<file path="src/sv/chxy_pkg.sv">
// Package with the shared types, codes and the XY step function of the hierarchical router.
package chxy_pkg;

    localparam int MESH_SIZE       = 16;
    localparam int CHIPLET_ROUTERS = 64;

    typedef enum logic [2:0] {
        DIR_EAST     = 3'd0,
        DIR_WEST     = 3'd1,
        DIR_NORTH    = 3'd2,
        DIR_SOUTH    = 3'd3,
        DIR_UP       = 3'd4,
        DIR_DOWN     = 3'd5,
        DIR_MEM_UP   = 3'd6,
        DIR_MEM_DOWN = 3'd7
    } dir_t;

    typedef enum logic [1:0] {
        ST_ROUTED  = 2'd0,
        ST_HERE    = 2'd1,
        ST_INVALID = 2'd2
    } status_t;

    localparam logic CFG_THIS_ROUTER_ID = 1'b0;
    localparam logic CFG_ROUTER_COUNT   = 1'b1;

    typedef struct packed {
        logic [7:0] this_router_id;
        logic [8:0] router_count;
    } cfg_t;

    typedef struct packed {
        dir_t    direction;
        status_t status;
    } route_t;

    // One dimension-order step. The source index may lie far above the mesh
    // when this router's id is beyond the router count, so its row is wide.
    function automatic dir_t xy_step(input logic [8:0] from_local, input logic [3:0] to_local);
        logic [1:0] fx;
        logic [6:0] fy;
        logic [1:0] tx;
        logic [6:0] ty;
        dir_t       dir;
        fx = from_local[1:0];
        fy = from_local[8:2];
        tx = to_local[1:0];
        ty = {5'b00000, to_local[3:2]};
        if (tx != fx)
        begin
            dir = (tx > fx) ? DIR_EAST : DIR_WEST;
        end
        else if (ty > fy)
        begin
            dir = DIR_NORTH;
        end
        else if (ty < fy)
        begin
            dir = DIR_SOUTH;
        end
        else
        begin
            dir = DIR_EAST;
        end
        return dir;
    endfunction

endpackage

</file>
<file path="src/sv/chxy_route.sv">
// Combinational route computation for one destination id.
module chxy_route
    import chxy_pkg::*;
(
    input  cfg_t       cfg,
    input  logic [7:0] dest_id,
    output route_t     route
);

    logic signed [9:0] base;
    logic signed [9:0] me_ext;
    logic        [9:0] ip_local_wide;
    logic        [8:0] ip_local;
    logic        [9:0] mem_target;
    logic        [3:0] chip_target;
    logic        [3:0] border;
    logic              is_interposer;
    logic              dest_out_of_range;

    assign base              = $signed({1'b0, cfg.router_count}) - 10'sd16;
    assign me_ext            = $signed({2'b00, cfg.this_router_id});
    assign is_interposer     = (me_ext >= base);
    assign ip_local_wide     = 10'(me_ext - base);
    assign ip_local          = ip_local_wide[8:0];
    assign mem_target        = {2'b00, dest_id} - {1'b0, cfg.router_count} + 10'd32;
    assign chip_target       = {dest_id[5], dest_id[3], dest_id[4], dest_id[1]};
    assign border            = {cfg.this_router_id[3], cfg.this_router_id[3],
                                cfg.this_router_id[1], ~cfg.this_router_id[1]};
    assign dest_out_of_range = ({1'b0, dest_id} >= cfg.router_count);

    always_comb
    begin
        route.direction = DIR_EAST;
        route.status    = ST_ROUTED;
        priority if (dest_out_of_range)
        begin
            route.status = ST_INVALID;
        end
        else if (dest_id == cfg.this_router_id)
        begin
            route.status = ST_HERE;
        end
        else if (is_interposer)
        begin
            if (dest_id[7:6] == 2'b00)
            begin
                if ({5'b00000, chip_target} == ip_local)
                begin
                    route.direction = DIR_UP;
                end
                else
                begin
                    route.direction = xy_step(ip_local, chip_target);
                end
            end
            else if (mem_target[9:4] != 6'd0)
            begin
                route.status = ST_INVALID;
            end
            else if ({5'b00000, mem_target[3:0]} == ip_local)
            begin
                route.direction = DIR_MEM_UP;
            end
            else
            begin
                route.direction = xy_step(ip_local, mem_target[3:0]);
            end
        end
        else if (cfg.this_router_id[7:6] == 2'b00)
        begin
            if (cfg.this_router_id[7:4] != dest_id[7:4])
            begin
                if (border == cfg.this_router_id[3:0])
                begin
                    route.direction = DIR_DOWN;
                end
                else
                begin
                    route.direction = xy_step({5'b00000, cfg.this_router_id[3:0]}, border);
                end
            end
            else
            begin
                route.direction = xy_step({5'b00000, cfg.this_router_id[3:0]},
                                          dest_id[3:0]);
            end
        end
        else
        begin
            route.direction = DIR_MEM_DOWN;
        end
    end

endmodule

</file>
<file path="src/sv/chiplet_hierarchical_xy_route.sv">
// Top level of the hierarchical chiplet XY route computation with its pipeline registers.

// One destination id is accepted per cycle and held in the input register. The route logic
// feeds its direction and status to the result register, which loads them once it is empty
// or its result is taken. The input stalls only when both registers hold a beat and the
// result is not taken. Configuration is written through a plain write port; the user must
// write it only while no beat is in flight, and the block itself does not enforce this.
module chiplet_hierarchical_xy_route
    import chxy_pkg::*;
(
    input  logic       clk,
    input  logic       rst_n,
    input  logic       cfg_we,
    input  logic       cfg_index,
    input  logic [8:0] cfg_data,
    input  logic       in_valid,
    output logic       in_ready,
    input  logic [7:0] dest_id,
    output logic       out_valid,
    input  logic       out_ready,
    output logic [2:0] direction,
    output logic [1:0] status
);

    cfg_t       cfg_reg;
    logic       s1_valid_reg;
    logic [7:0] s1_dest_reg;
    logic       out_valid_reg;
    route_t     route_reg;
    route_t     route_next;
    logic       s2_en;

    always_ff @(posedge clk or negedge rst_n)
    begin
        if (!rst_n)
        begin
            cfg_reg.this_router_id <= 8'd0;
            cfg_reg.router_count   <= 9'd88;
        end
        else if (cfg_we)
        begin
            unique case (cfg_index)
                CFG_THIS_ROUTER_ID: cfg_reg.this_router_id <= cfg_data[7:0];
                CFG_ROUTER_COUNT:   cfg_reg.router_count   <= cfg_data;
                default:            cfg_reg                <= cfg_reg;
            endcase
        end
    end

    assign s2_en    = !out_valid_reg || out_ready;
    assign in_ready = !s1_valid_reg || s2_en;

    chxy_route u_route
    (
        .cfg     (cfg_reg),
        .dest_id (s1_dest_reg),
        .route   (route_next)
    );

    always_ff @(posedge clk or negedge rst_n)
    begin
        if (!rst_n)
        begin
            s1_valid_reg  <= 1'b0;
            out_valid_reg <= 1'b0;
        end
        else
        begin
            if (in_ready)
            begin
                s1_valid_reg <= in_valid;
            end
            if (s2_en)
            begin
                out_valid_reg <= s1_valid_reg;
            end
        end
    end

    always_ff @(posedge clk)
    begin
        if (in_valid && in_ready)
        begin
            s1_dest_reg <= dest_id;
        end
        if (s2_en && s1_valid_reg)
        begin
            route_reg <= route_next;
        end
    end

    assign out_valid = out_valid_reg;
    assign direction = route_reg.direction;
    assign status    = route_reg.status;

    a_dir_zero_unless_routed: assert property (@(posedge clk) disable iff (!rst_n)
        (out_valid && (route_reg.status != ST_ROUTED)) |-> (route_reg.direction == DIR_EAST))
        else $error("direction is not zero on a beat that is not routed");

    a_stage1_held_on_stall: assert property (@(posedge clk) disable iff (!rst_n)
        (s1_valid_reg && !s2_en) |=> (s1_valid_reg && $stable(s1_dest_reg)))
        else $error("input stage lost its beat during an output stall");

    a_ready_when_empty: assert property (@(posedge clk) disable iff (!rst_n)
        !out_valid_reg |-> in_ready)
        else $error("input not ready although the result register is empty");

endmodule
</file>
<file path="config.mk">
export PLATFORM = sky130hd
export DESIGN_NAME = chiplet_hierarchical_xy_route
export DESIGN_NICKNAME = d
export VERILOG_FILES = /design/src/sv/chxy_pkg.sv /design/src/sv/chxy_route.sv /design/src/sv/chiplet_hierarchical_xy_route.sv
export SDC_FILE = /design/constraint.sdc
export NUM_CORES = 1
export LEC_CHECK = 0
export BUFFER_PORTS_ARGS = -buffer_cell sky130_fd_sc_hd__buf_2
export CAP_MARGIN = 20
export CORE_ASPECT_RATIO = 1.4
export CORE_UTILIZATION = 45
export DETAILED_ROUTE_END_ITERATION = 10
export GPL_ROUTABILITY_DRIVEN = 0
export PLACE_DENSITY_LB_ADDON = 0.05
export SYNTH_ARGS = -nofsm -noshare
export SYNTH_HDL_FRONTEND = slang
export SYNTH_SLANG_ARGS = --single-unit
export TNS_END_PERCENT = 5
</file>
<file path="constraint.sdc">
create_clock -name clk -period 4.11 [get_ports clk]
set_input_delay 0 -clock clk [delete_from_list [all_inputs] [get_ports clk]]
set_output_delay 0 -clock clk [all_outputs]
set_load 0.01 [all_outputs]
</file>
==> impl_metrics.csv, run 1 <==
group,metric,value,unit
outcome,status,"finished, final reports clean",
clocking,cts.clk_slew.worst_paths,0.07,ns
critical_path,r2r-start,"s1_dest_reg[1]",
critical_path,critPathLaunchType,"flop",
clocking,cts_hold_buf,20,
critical_path,reg2reg_to,"direction[2]",
detailed_routing,drtIter0Drc,76,
critical_path,r2r_cells,9,
clocking,cts.sinks,32,
clocking,cts_resized,0,
critical_path,worst_setup_path_end_kind,"flop",
critical_path,arrival,3.21,ns
detailed_routing,wirelength,6450,um
synthesis,yosys-top-cells-area,"ha_1 (18%), dfrtp_1 (15%), edfxtp_1 (14%)",
critical_path,r2r_slack,0.95,ns
grt,grt_first_pass_wirelength,10300,um
flow_run,cap_viol_max_count,0,
cells_and_area,final_area,3250,sq um
grt,grt-ovfl-total,0,
timing,rsz0062_at_grt,"no",
critical_path,crit_type,"reg2reg",
synthesis,yosys.area.top_type_share,0.179,
detailed_routing,met3_length,130,um
clocking,cts_root_buf,"clkbuf_8",
timing,hold_violations,0,
clocking,cts_setup_buffers,0,
synthesis,synth_enable_flop_cells,13,
clocking,htree_levels,2,
place,post_dp_cell_area,2960,sq um
detailed_routing,drc,0,
worst_hold_path,hold_depth,4,
timing,drv_slew,0,
detailed_routing,wl_met2,3280,um
synthesis,synthArstFlopShare,0.594,
timing,fin_worst_skew,0.00405,ns
cells_and_area,area_growth,19.3,%
place,dp_hpwl,5210,um
timing,finalSetupTns,0,ns
worst_hold_path,hp-start,"cfg_index",
timing,setup_viol,0,
clocking,cts_tree,"yes",
synthesis,yosysSeqAreaShare,0.319,
synthesis,yosysMostFrequentCell,"ha_1",
floorplanning,start_util,0.465,
synthesis,yosysTopAreaCell,"ha_1",
timing,timing.fmax,0.317,GHz
floorplanning,die_x,67.8,um
worst_hold_path,hold_end,"cfg_reg[9]",
grt,grt_usage,0.224,
grt,grt_max_degree,20,
timing,tightest_slew,0.751,ns
cells_and_area,fillCellCount,538,
worst_hold_path,hold_path.class,"in2reg",
floorplanning,die_area,6380,sq um
synthesis,yosysWarnings,0,
detailed_routing,drt_first_pass_iters,4,
power,power_density,448,nW/um^2
detailed_routing,wl_per_cell,15.9,um
detailed_routing,m1WireLength,2880,um
floorplanning,num_rows,33,
synthesis,synth_seq_cells,32,
synthesis,synth_cells,280,
critical_path,critPathMaxFanout,5,
synthesis,ys_types,49,
detailed_routing,antenna_left,0,
floorplanning,io_pins,30,
detailed_routing,top_layer,"met4",
cells_and_area,drive_above_1_share,0.188,
cells_and_area,insertedDiodeCount,0,
synthesis,syn_avg_cell_area,9.74,sq um
timing,max_slew_margin,0.498,
synthesis,synth_nets,346,
detailed_routing,vias,2187,
grt,grt_pass1_vias,2182,
detailed_routing,via_per_inst,5.39,
floorplanning,fp.dieH,94.1,um
clocking,cts_max_path_buffers,2,
synthesis,syn_area,2730,sq um
power,vdd.ir_drop.worst,0.000263,V
synthesis,ys_top_cells_by_count,"ha_1 (39), inv_1 (31), nand2_1 (20), dfrtp_1 (16)",
timing,min_period,3.16,ns
timing,fin_crit_sh,0.768,
power,p_leak,1.49,nW
critical_path,worstPathRequired,4.16,ns
synthesis,synth_flop_cell,"dfrtp_1",
cells_and_area,largest_reg_flops,17,
grt,antenna_found_initial,0,
floorplanning,core,5860,sq um
place,port_buffers,29,
cells_and_area,finalNetCount,401,
clocking,clk_latency,0.29,ns
clocking,numCtsBuffers,5,
==> logic make-up after synthesis <==
| group | synth area share |
|---|---|
| XOR/XNOR | 0.0386 |
| AND/OR/NAND/NOR | 0.172 |
| adder cells (fa/ha/maj) | 0.208 |
| multiplexers | 0.0693 |
| flip-flops | 0.319 |
| AO/OA/AOI/OAI | 0.149 |
| buffers and inverters | 0.0441 |
==> power by group <==
group | switching [mW] | internal [mW]
clock network | 0.128 | 0.136
registers | 0.0404 | 0.386
logic | 0.425 | 0.341
total | 0.594 | 0.863
==> how the worst max path moves through the flow <==
stage / slack (ns) / depth (start not counted) / startpoint / endpoint
2_1_floorplan: 1.16 / 10 / cfg_reg[1] / direction[2]
5_1_grt: 0.80 / 10 / cfg_reg[1] / direction[2]
3_3_place_gp: 1.04 / 10 / cfg_reg[1] / direction[2]
4_1_cts: 0.98 / 9 / s1_dest_reg[1] / direction[2]
6_report: 0.95 / 9 / s1_dest_reg[1] / direction[2]
3_5_place_dp: 1.02 / 9 / s1_dest_reg[1] / direction[2]
==> final cells by class <==
class,count,area (sq um),share of cell area
Clock buffer,6,82.6,0.0254
Clock inverter,2,15.0,0.00462
Inverter,31,116,0.0358
Multi-Input combinational cell,216,1740,0.534
Sequential cell,32,870,0.267
Tap cell,70,87.6,0.0269
Timing Repair Buffer,49,345,0.106
==> through the flow <==
step	power (mW)	utilization	std cells	hold WS, ns	worst slack (ns)
finish	1.46	0.555	406	0.154	0.955
global route	1.58	0.555	406	0.194	0.798
floorplan	1.00	-	280	-0.296	1.16
detailed placement	1.18	0.504	378	-0.0345	1.02
global placement	1.18	0.504	378	-0.0326	1.04
CTS	1.47	0.555	406	0.162	0.983
==> critical path, cell delays in order, from the launching register on <==
cell and delay (ns):
edfxtp_1 0.44, ha_1 0.32, ha_1 0.24, fa_1 0.41, a211o_1 0.31, a31o_1 0.21, a21oi_1 0.16, mux2_2 0.41
and3_1 0.18, o2111a_1 0.23
==> metal layers <==
metal,GRT usage,up-vias
met3,0.0328,10
met1,0.264,1012
met5,0,-
met2,0.392,40
li1,-,1125
met4,0.0903,0
==> placed cells by master, fill, tap and decap left out, drive strengths merged, types with 2 or more instances in the layout <==
cell         netlist  routed
nor4               2       2
a21o               6       6
dfrtp             16      16
a41o               2       2
ha                39      39
mux2i              2       2
nand2b            11      11
clkinvlp           0       2
and2               4       4
a211oi             4       4
a31oi              7       7
a21oi             14      14
nor2b              5       5
nor2              15      15
or3                3       3
inv               31      31
nand4              4       4
fa                 4       4
o21ai             14      14
xor2               3       3
xnor2              9       9
and3               3       3
o21a               2       2
dlygate4sd3        0      20
a31o               2       2
clkbuf             1       6
nand2             20      20
dfstp              3       3
mux2              15      15
buf                0      29
nor3               5       5
edfxtp            13      13
nand3              6       6
Note: power is estimated with default switching activity, not from simulation.
==> run 2, diff against run 1 <==
==> constraint.sdc (replaced) <==
create_clock -name clk -period 2.9 [get_ports clk]
set_input_delay 0 -clock clk [delete_from_list [all_inputs] [get_ports clk]]
set_output_delay 0 -clock clk [all_outputs]
set_load 0.01 [all_outputs]
==> run 2 against run 1 <==
Sequential power increased by 41%. Utilization increased by 3.4 points. Sequential share of layout area decreased by 1.5 points. Clock skew increased by 0.0058 ns. Maximum frequency increased by 12%. Die area unchanged. Wire length increased by 1.7%. Total power increased by 53%.
==> impl_metrics.csv, run 2 (same netlist as run 1, synthesis figures left out) <==
group,metric,value,unit
critical_path,arrival,2.87,ns
critical_path,r2r-start,"cfg_reg[4]",
critical_path,path_cells,"inv_1 -> ha_1 -> ha_1 -> a211o_1 -> a31o_1 -> a21oi_2 -> mux2_4 -> and3_4 -> o2111a_1",
timing,max_slew_margin,0.395,
detailed_routing,antenna_left,0,
timing,setup_viol,0,
timing,drv_slew,0,
cells_and_area,largest_reg_flops,17,
detailed_routing,drt_first_pass_iters,4,
critical_path,critPathMaxFanout,4,
detailed_routing,wl_per_cell,15.6,um
grt,met3_usage,0.0352,
clocking,numCtsBuffers,5,
detailed_routing,via_per_inst,5.42,
timing,holdWs,0.185,ns
grt,grt_pass1_vias,2299,
cells_and_area,finalNetCount,415,
grt,antenna_found_initial,0,
critical_path,cp_common_cell,"ha_1",
cells_and_area,final_cell_mix,"ha_1 (33), inv_1 (29), buf_2 (29)",
grt,grt-ovfl-total,0,
cells_and_area,final_common_cell,"ha_1",
grt,use_met1,0.276,
outcome,status,"finished, final reports clean",
detailed_routing,vias,2276,
cells_and_area,stdcell_count,420,
cells_and_area,insertedDiodeCount,0,
critical_path,worst_setup_path_end_kind,"flop",
floorplanning,fp.dieH,94.1,um
flow_run,cap_viol_max_count,0,
clocking,cts_root_buf,"clkbuf_8",
worst_hold_path,hold_path.class,"in2async",
timing,hold_violations,0,
clocking,cts.sinks,32,
detailed_routing,drtIter0Drc,66,
cells_and_area,drive_above_1_share,0.257,
floorplanning,num_rows,33,
cells_and_area,fin_util,0.589,
clocking,cts.clk_slew.worst_paths,0.08,ns
clocking,cts_max_path_buffers,2,
clocking,clk_latency,0.29,ns
detailed_routing,drc,0,
timing,finalSetupTns,0,ns
critical_path,r2r_cells,9,
grt,use_met2,0.394,
floorplanning,die_x,67.8,um
place,post-place-cells,389,
critical_path,slowest_stage,"dfstp_2",
floorplanning,io_pins,30,
grt,grt_max_degree,20,
critical_path,crit_path_max_incr_delay,0.53,ns
floorplanning,start_util,0.465,
critical_path,r2r_slack,0.08,ns
power,power_density,645,nW/um^2
critical_path,crit_type,"reg2reg",
grt,top_usage_layer,"met2",
timing,timing.fmax,0.355,GHz
timing,fin_worst_skew,0.00985,ns
place,dp_hpwl,5390,um
critical_path,critPathLaunchType,"flop",
timing,min_period,2.82,ns
clocking,htree_levels,2,
clocking,cts_tree,"yes",
floorplanning,die_area,6380,sq um
grt,grt_first_pass_wirelength,10700,um
grt,grt_usage,0.228,
timing,tightest_slew,0.905,ns
place,port_buffers,29,
critical_path,reg2reg_to,"direction[2]",
timing,fin_crit_sh,0.971,
detailed_routing,wirelength,6560,um
power,p_leak,1.56,nW
timing,rsz0062_at_grt,"yes",
power,vdd.ir_drop.worst,0.000467,V
floorplanning,core,5860,sq um
critical_path,worstPathRequired,2.95,ns
cells_and_area,area_growth,26.6,%
-- run 2: how the worst max path moves through the flow --
stage	startpoint	end	slack (ns)	depth (start not counted)
6_report	cfg_reg[4]	direction[2]	0.08	9
5_1_grt	cfg_reg[1]	direction[2]	-0.002	10
4_1_cts	cfg_reg[1]	direction[2]	0.04	10
3_5_place_dp	cfg_reg[1]	direction[2]	-0.03	10
3_3_place_gp	cfg_reg[1]	direction[2]	-0.005	10
2_1_floorplan	s1_dest_reg[1]	direction[2]	0.006	9
-- run 2: metrics by stage --
step	instance area (sq um)	total power, mW	setup WS (ns)
2_1_floorplan	2730	1.43	0.00570
3_3_place_gp	3050	1.71	-0.00543
3_5_place_dp	3050	1.72	-0.0272
4_1_cts	3360	2.18	0.0381
5_1_grt	3450	2.40	-0.00246
6_report	3450	2.22	0.0848
-- run 2: critical path: cells and delay by family, from the launching register on --
kind | cells | cell delay [ns]
mux | 1 | 0.32
fa+ha+maj | 2 | 0.59
flops | 1 | 0.53
simple gates | 1 | 0.17
buf+inv | 1 | 0.08
compound gates | 4 | 0.89
-- run 2: where the power goes --
part / total [mW] / internal (mW) / switching, mW
registers: 0.600 / 0.547 / 0.0529
logic: 1.19 / 0.558 / 0.633
clock network: 0.433 / 0.254 / 0.179
-- run 2: final cells by class --
type,count,area [sq um]
timing repair buffer,63,450
clock inverter,3,42.5
sequential,32,870
inverter,31,116
clock buffer,5,68.8
tap,70,87.6
fill,538,2410
multi-input combinational,216,1820
-- run 2: repair_timing --
action / 4_1_cts / 5_1_grt
gates resized for setup: 2 / 12
setup buffers: 0 / 3
endpoints found under the hold margin: 46 / 0
pin swaps: 0 / 12
hold buffers: 20 / 0
endpoints found under the setup margin: 2 / 4
-- run 2: routing by layer --
layer / vias to the layer above / share of wire
li1: 1152 / -
met1: 1077 / 0.45
met2: 36 / 0.51
met3: 11 / 0.016
met4: 0 / 0.023
met5: - / 0
==> run 3, diff against run 2 <==
--- a/config.mk
+++ b/config.mk
@@ -7,8 +7,10 @@
 export LEC_CHECK = 0
 export BUFFER_PORTS_ARGS = -buffer_cell sky130_fd_sc_hd__buf_2
 export CAP_MARGIN = 20
+export CELL_PAD_IN_SITES_DETAIL_PLACEMENT = 1
+export CELL_PAD_IN_SITES_GLOBAL_PLACEMENT = 2
 export CORE_ASPECT_RATIO = 1.4
-export CORE_UTILIZATION = 45
+export CORE_UTILIZATION = 34
 export DETAILED_ROUTE_END_ITERATION = 10
 export GPL_ROUTABILITY_DRIVEN = 0
 export PLACE_DENSITY_LB_ADDON = 0.05
==> run 3 against run 2 <==
Global-route usage fell by 2.9 points. Die area increased by 31%. Hold slack got worse by 0.0095 ns. Total power increased by 3.8%. Critical path depth up 2. Critical endpoint is now direction[1]. Register-to-register slack got worse by 0.04 ns. Cell area is 4.0% higher.
==> impl_metrics.csv, run 3 (same netlist as run 1, synthesis figures left out) <==
group,metric,value,unit
cells_and_area,finalNetCount,431,
timing,min_period,2.86,ns
timing,tightest_slew,0.824,ns
critical_path,arrival,2.90,ns
detailed_routing,wl_met2,4290,um
clocking,numCtsBuffers,5,
critical_path,worst_setup_path_end_kind,"flop",
critical_path,reg2reg_to,"direction[1]",
flow_run,cap_viol_max_count,0,
timing,setup_viol,0,
cells_and_area,final_common_cell,"ha_1",
grt,antenna_found_initial,0,
floorplanning,die_area,8390,sq um
critical_path,r2r-start,"cfg_reg[4]",
clocking,cts_tree,"yes",
floorplanning,core,7750,sq um
cells_and_area,area_growth,31.7,%
cells_and_area,final_cell_mix,"ha_1 (35), buf_4 (30), buf_2 (29)",
detailed_routing,met3_length,143,um
power,seqPwrFrac,0.258,
clocking,cts_max_path_buffers,2,
grt,grt_max_degree,20,
place,post_dp_cell_area,3160,sq um
critical_path,crit_path_end,"direction[1]",
detailed_routing,via_per_inst,4.96,
critical_path,crit_start,"cfg_reg[4]",
cells_and_area,final_area,3590,sq um
detailed_routing,vias,2311,
grt,grt_pass1_vias,2426,
power,power.switching,0.942,mW
cells_and_area,fillCellCount,873,
detailed_routing,wirelength,7960,um
power,p_leak,1.64,nW
place,post-place-cells,429,
timing,fin_worst_skew,0.00661,ns
timing,max_slew_margin,0.450,
timing,hold_violations,0,
floorplanning,num_rows,38,
clocking,cts_root_buf,"clkbuf_8",
cells_and_area,insertedDiodeCount,0,
grt,grt_first_pass_wirelength,12300,um
timing,timing.fmax,0.350,GHz
detailed_routing,top_layer,"met4",
grt,grt_usage,0.199,
cells_and_area,largest_reg_flops,17,
power,power.internal,1.37,mW
clocking,clk_latency,0.30,ns
timing,rsz0062_at_grt,"yes",
power,power_density,643,nW/um^2
power,pwr-share-clk,0.151,
critical_path,crit_type,"reg2reg",
timing,fin_crit_sh,0.985,
outcome,status,"finished, final reports clean",
detailed_routing,drtIter0Drc,54,
timing,drv_slew,0,
floorplanning,die_x,77.7,um
critical_path,r2r_slack,0.04,ns
critical_path,worstPathRequired,2.94,ns
detailed_routing,wl_per_cell,17.1,um
critical_path,r2r_cells,11,
floorplanning,fp.dieH,108,um
clocking,cts.clk_slew.worst_paths,0.07,ns
detailed_routing,drt_first_pass_iters,4,
power,vdd.ir_drop.worst,0.000487,V
critical_path,critPathLaunchType,"flop",
clocking,htree_levels,2,
cells_and_area,drive_above_1_share,0.290,
detailed_routing,drc,0,
clocking,cts.sinks,32,
worst_hold_path,hold_path.class,"in2reg",
floorplanning,io_pins,30,
place,port_buffers,29,
power,combPwrFrac,0.591,
detailed_routing,antenna_left,0,
place,dp_hpwl,6460,um
cells_and_area,stdcell_count,466,
grt,grt-ovfl-total,0,
detailed_routing,m1WireLength,3380,um
floorplanning,start_util,0.352,
critical_path,critPathMaxFanout,3,
power,switching_share,0.408,
## run 3: cell types whose count changed in the layout (fill, tap and decap cells not counted), sizes merged
cell / before / now
buf: 43 / 59
clkinv: 1 / 3
bufinv: 1 / 0
clkinvlp: 1 / 0
## run 3: power by group through the flow
stage | Combinational, mW | Sequential [mW] | Clock (mW)
after detailed placement | 1.22 | 0.605 | 0
final | 1.36 | 0.595 | 0.350
after floorplan | 0.825 | 0.601 | 0
after global routing | 1.53 | 0.603 | 0.375
after global placement | 1.21 | 0.602 | 0
after CTS | 1.26 | 0.596 | 0.361
## run 3: per-stage QoR
stage | total power [mW] | utilization | worst slack (ns) | TNS (ns) | hold WS, ns
2_1_floorplan | 1.43 | - | 0.00570 | 0 | -0.296
3_3_place_gp | 1.81 | 0.407 | -0.0429 | -0.0638 | -0.0328
3_5_place_dp | 1.82 | 0.407 | -0.112 | -0.187 | -0.0203
4_1_cts | 2.22 | 0.449 | 0.00944 | 0 | 0.181
5_1_grt | 2.51 | 0.463 | -0.0653 | -0.134 | 0.231
6_report | 2.31 | 0.463 | 0.0427 | 0 | 0.175
## run 3: critical path: stages (launching register included)
cell and delay (ns):
dfstp_2 0.54, inv_2 0.05, ha_2 0.19, xnor2_1 0.13, ha_1 0.34, buf_4 0.16
inv_2 0.05, o21ai_1 0.05, o32a_1 0.38, nor4_4 0.36, a41o_1 0.24, a31oi_1 0.09
## run 3: layout make-up
class | instances | area, sq um | area share
Clock buffer | 5 | 68.8 | 0.0192
Clock inverter | 3 | 18.8 | 0.00523
Inverter | 31 | 116 | 0.0324
Multi-Input combinational cell | 216 | 1820 | 0.507
Sequential cell | 32 | 870 | 0.242
Tap cell | 100 | 125 | 0.0349
Timing Repair Buffer | 79 | 571 | 0.159
## run 3: worst min path at each step
stage | from | to | slack [ns] | depth (start not counted)
6_report | cfg_index | cfg_reg[10] | 0.18 | 4
2_1_floorplan | rst_n | cfg_reg[0] | -0.30 | 0
5_1_grt | rst_n | cfg_reg[7] | 0.23 | 2
4_1_cts | cfg_index | cfg_reg[9] | 0.18 | 4
3_5_place_dp | rst_n | out_valid | -0.02 | 1
3_3_place_gp | rst_n | s1_valid_reg | -0.03 | 1
## run 3: timing repair
action / 4_1_cts / 5_1_grt
gates resized for setup: 4 / 13
hold buffers: 20 / 0
pin swaps: 2 / 13
endpoints found under the hold margin: 46 / 0
buffers inserted: 1 / 8
endpoints found under the setup margin: 3 / 4
## run 3: per-layer routing
| layer | vias to the layer above | GRT usage |
|---|---|---|
| li1 | 1176 | - |
| met1 | 1095 | 0.228 |
| met2 | 30 | 0.374 |
| met3 | 10 | 0.0295 |
| met4 | 0 | 0.0660 |
| met5 | - | 0 |
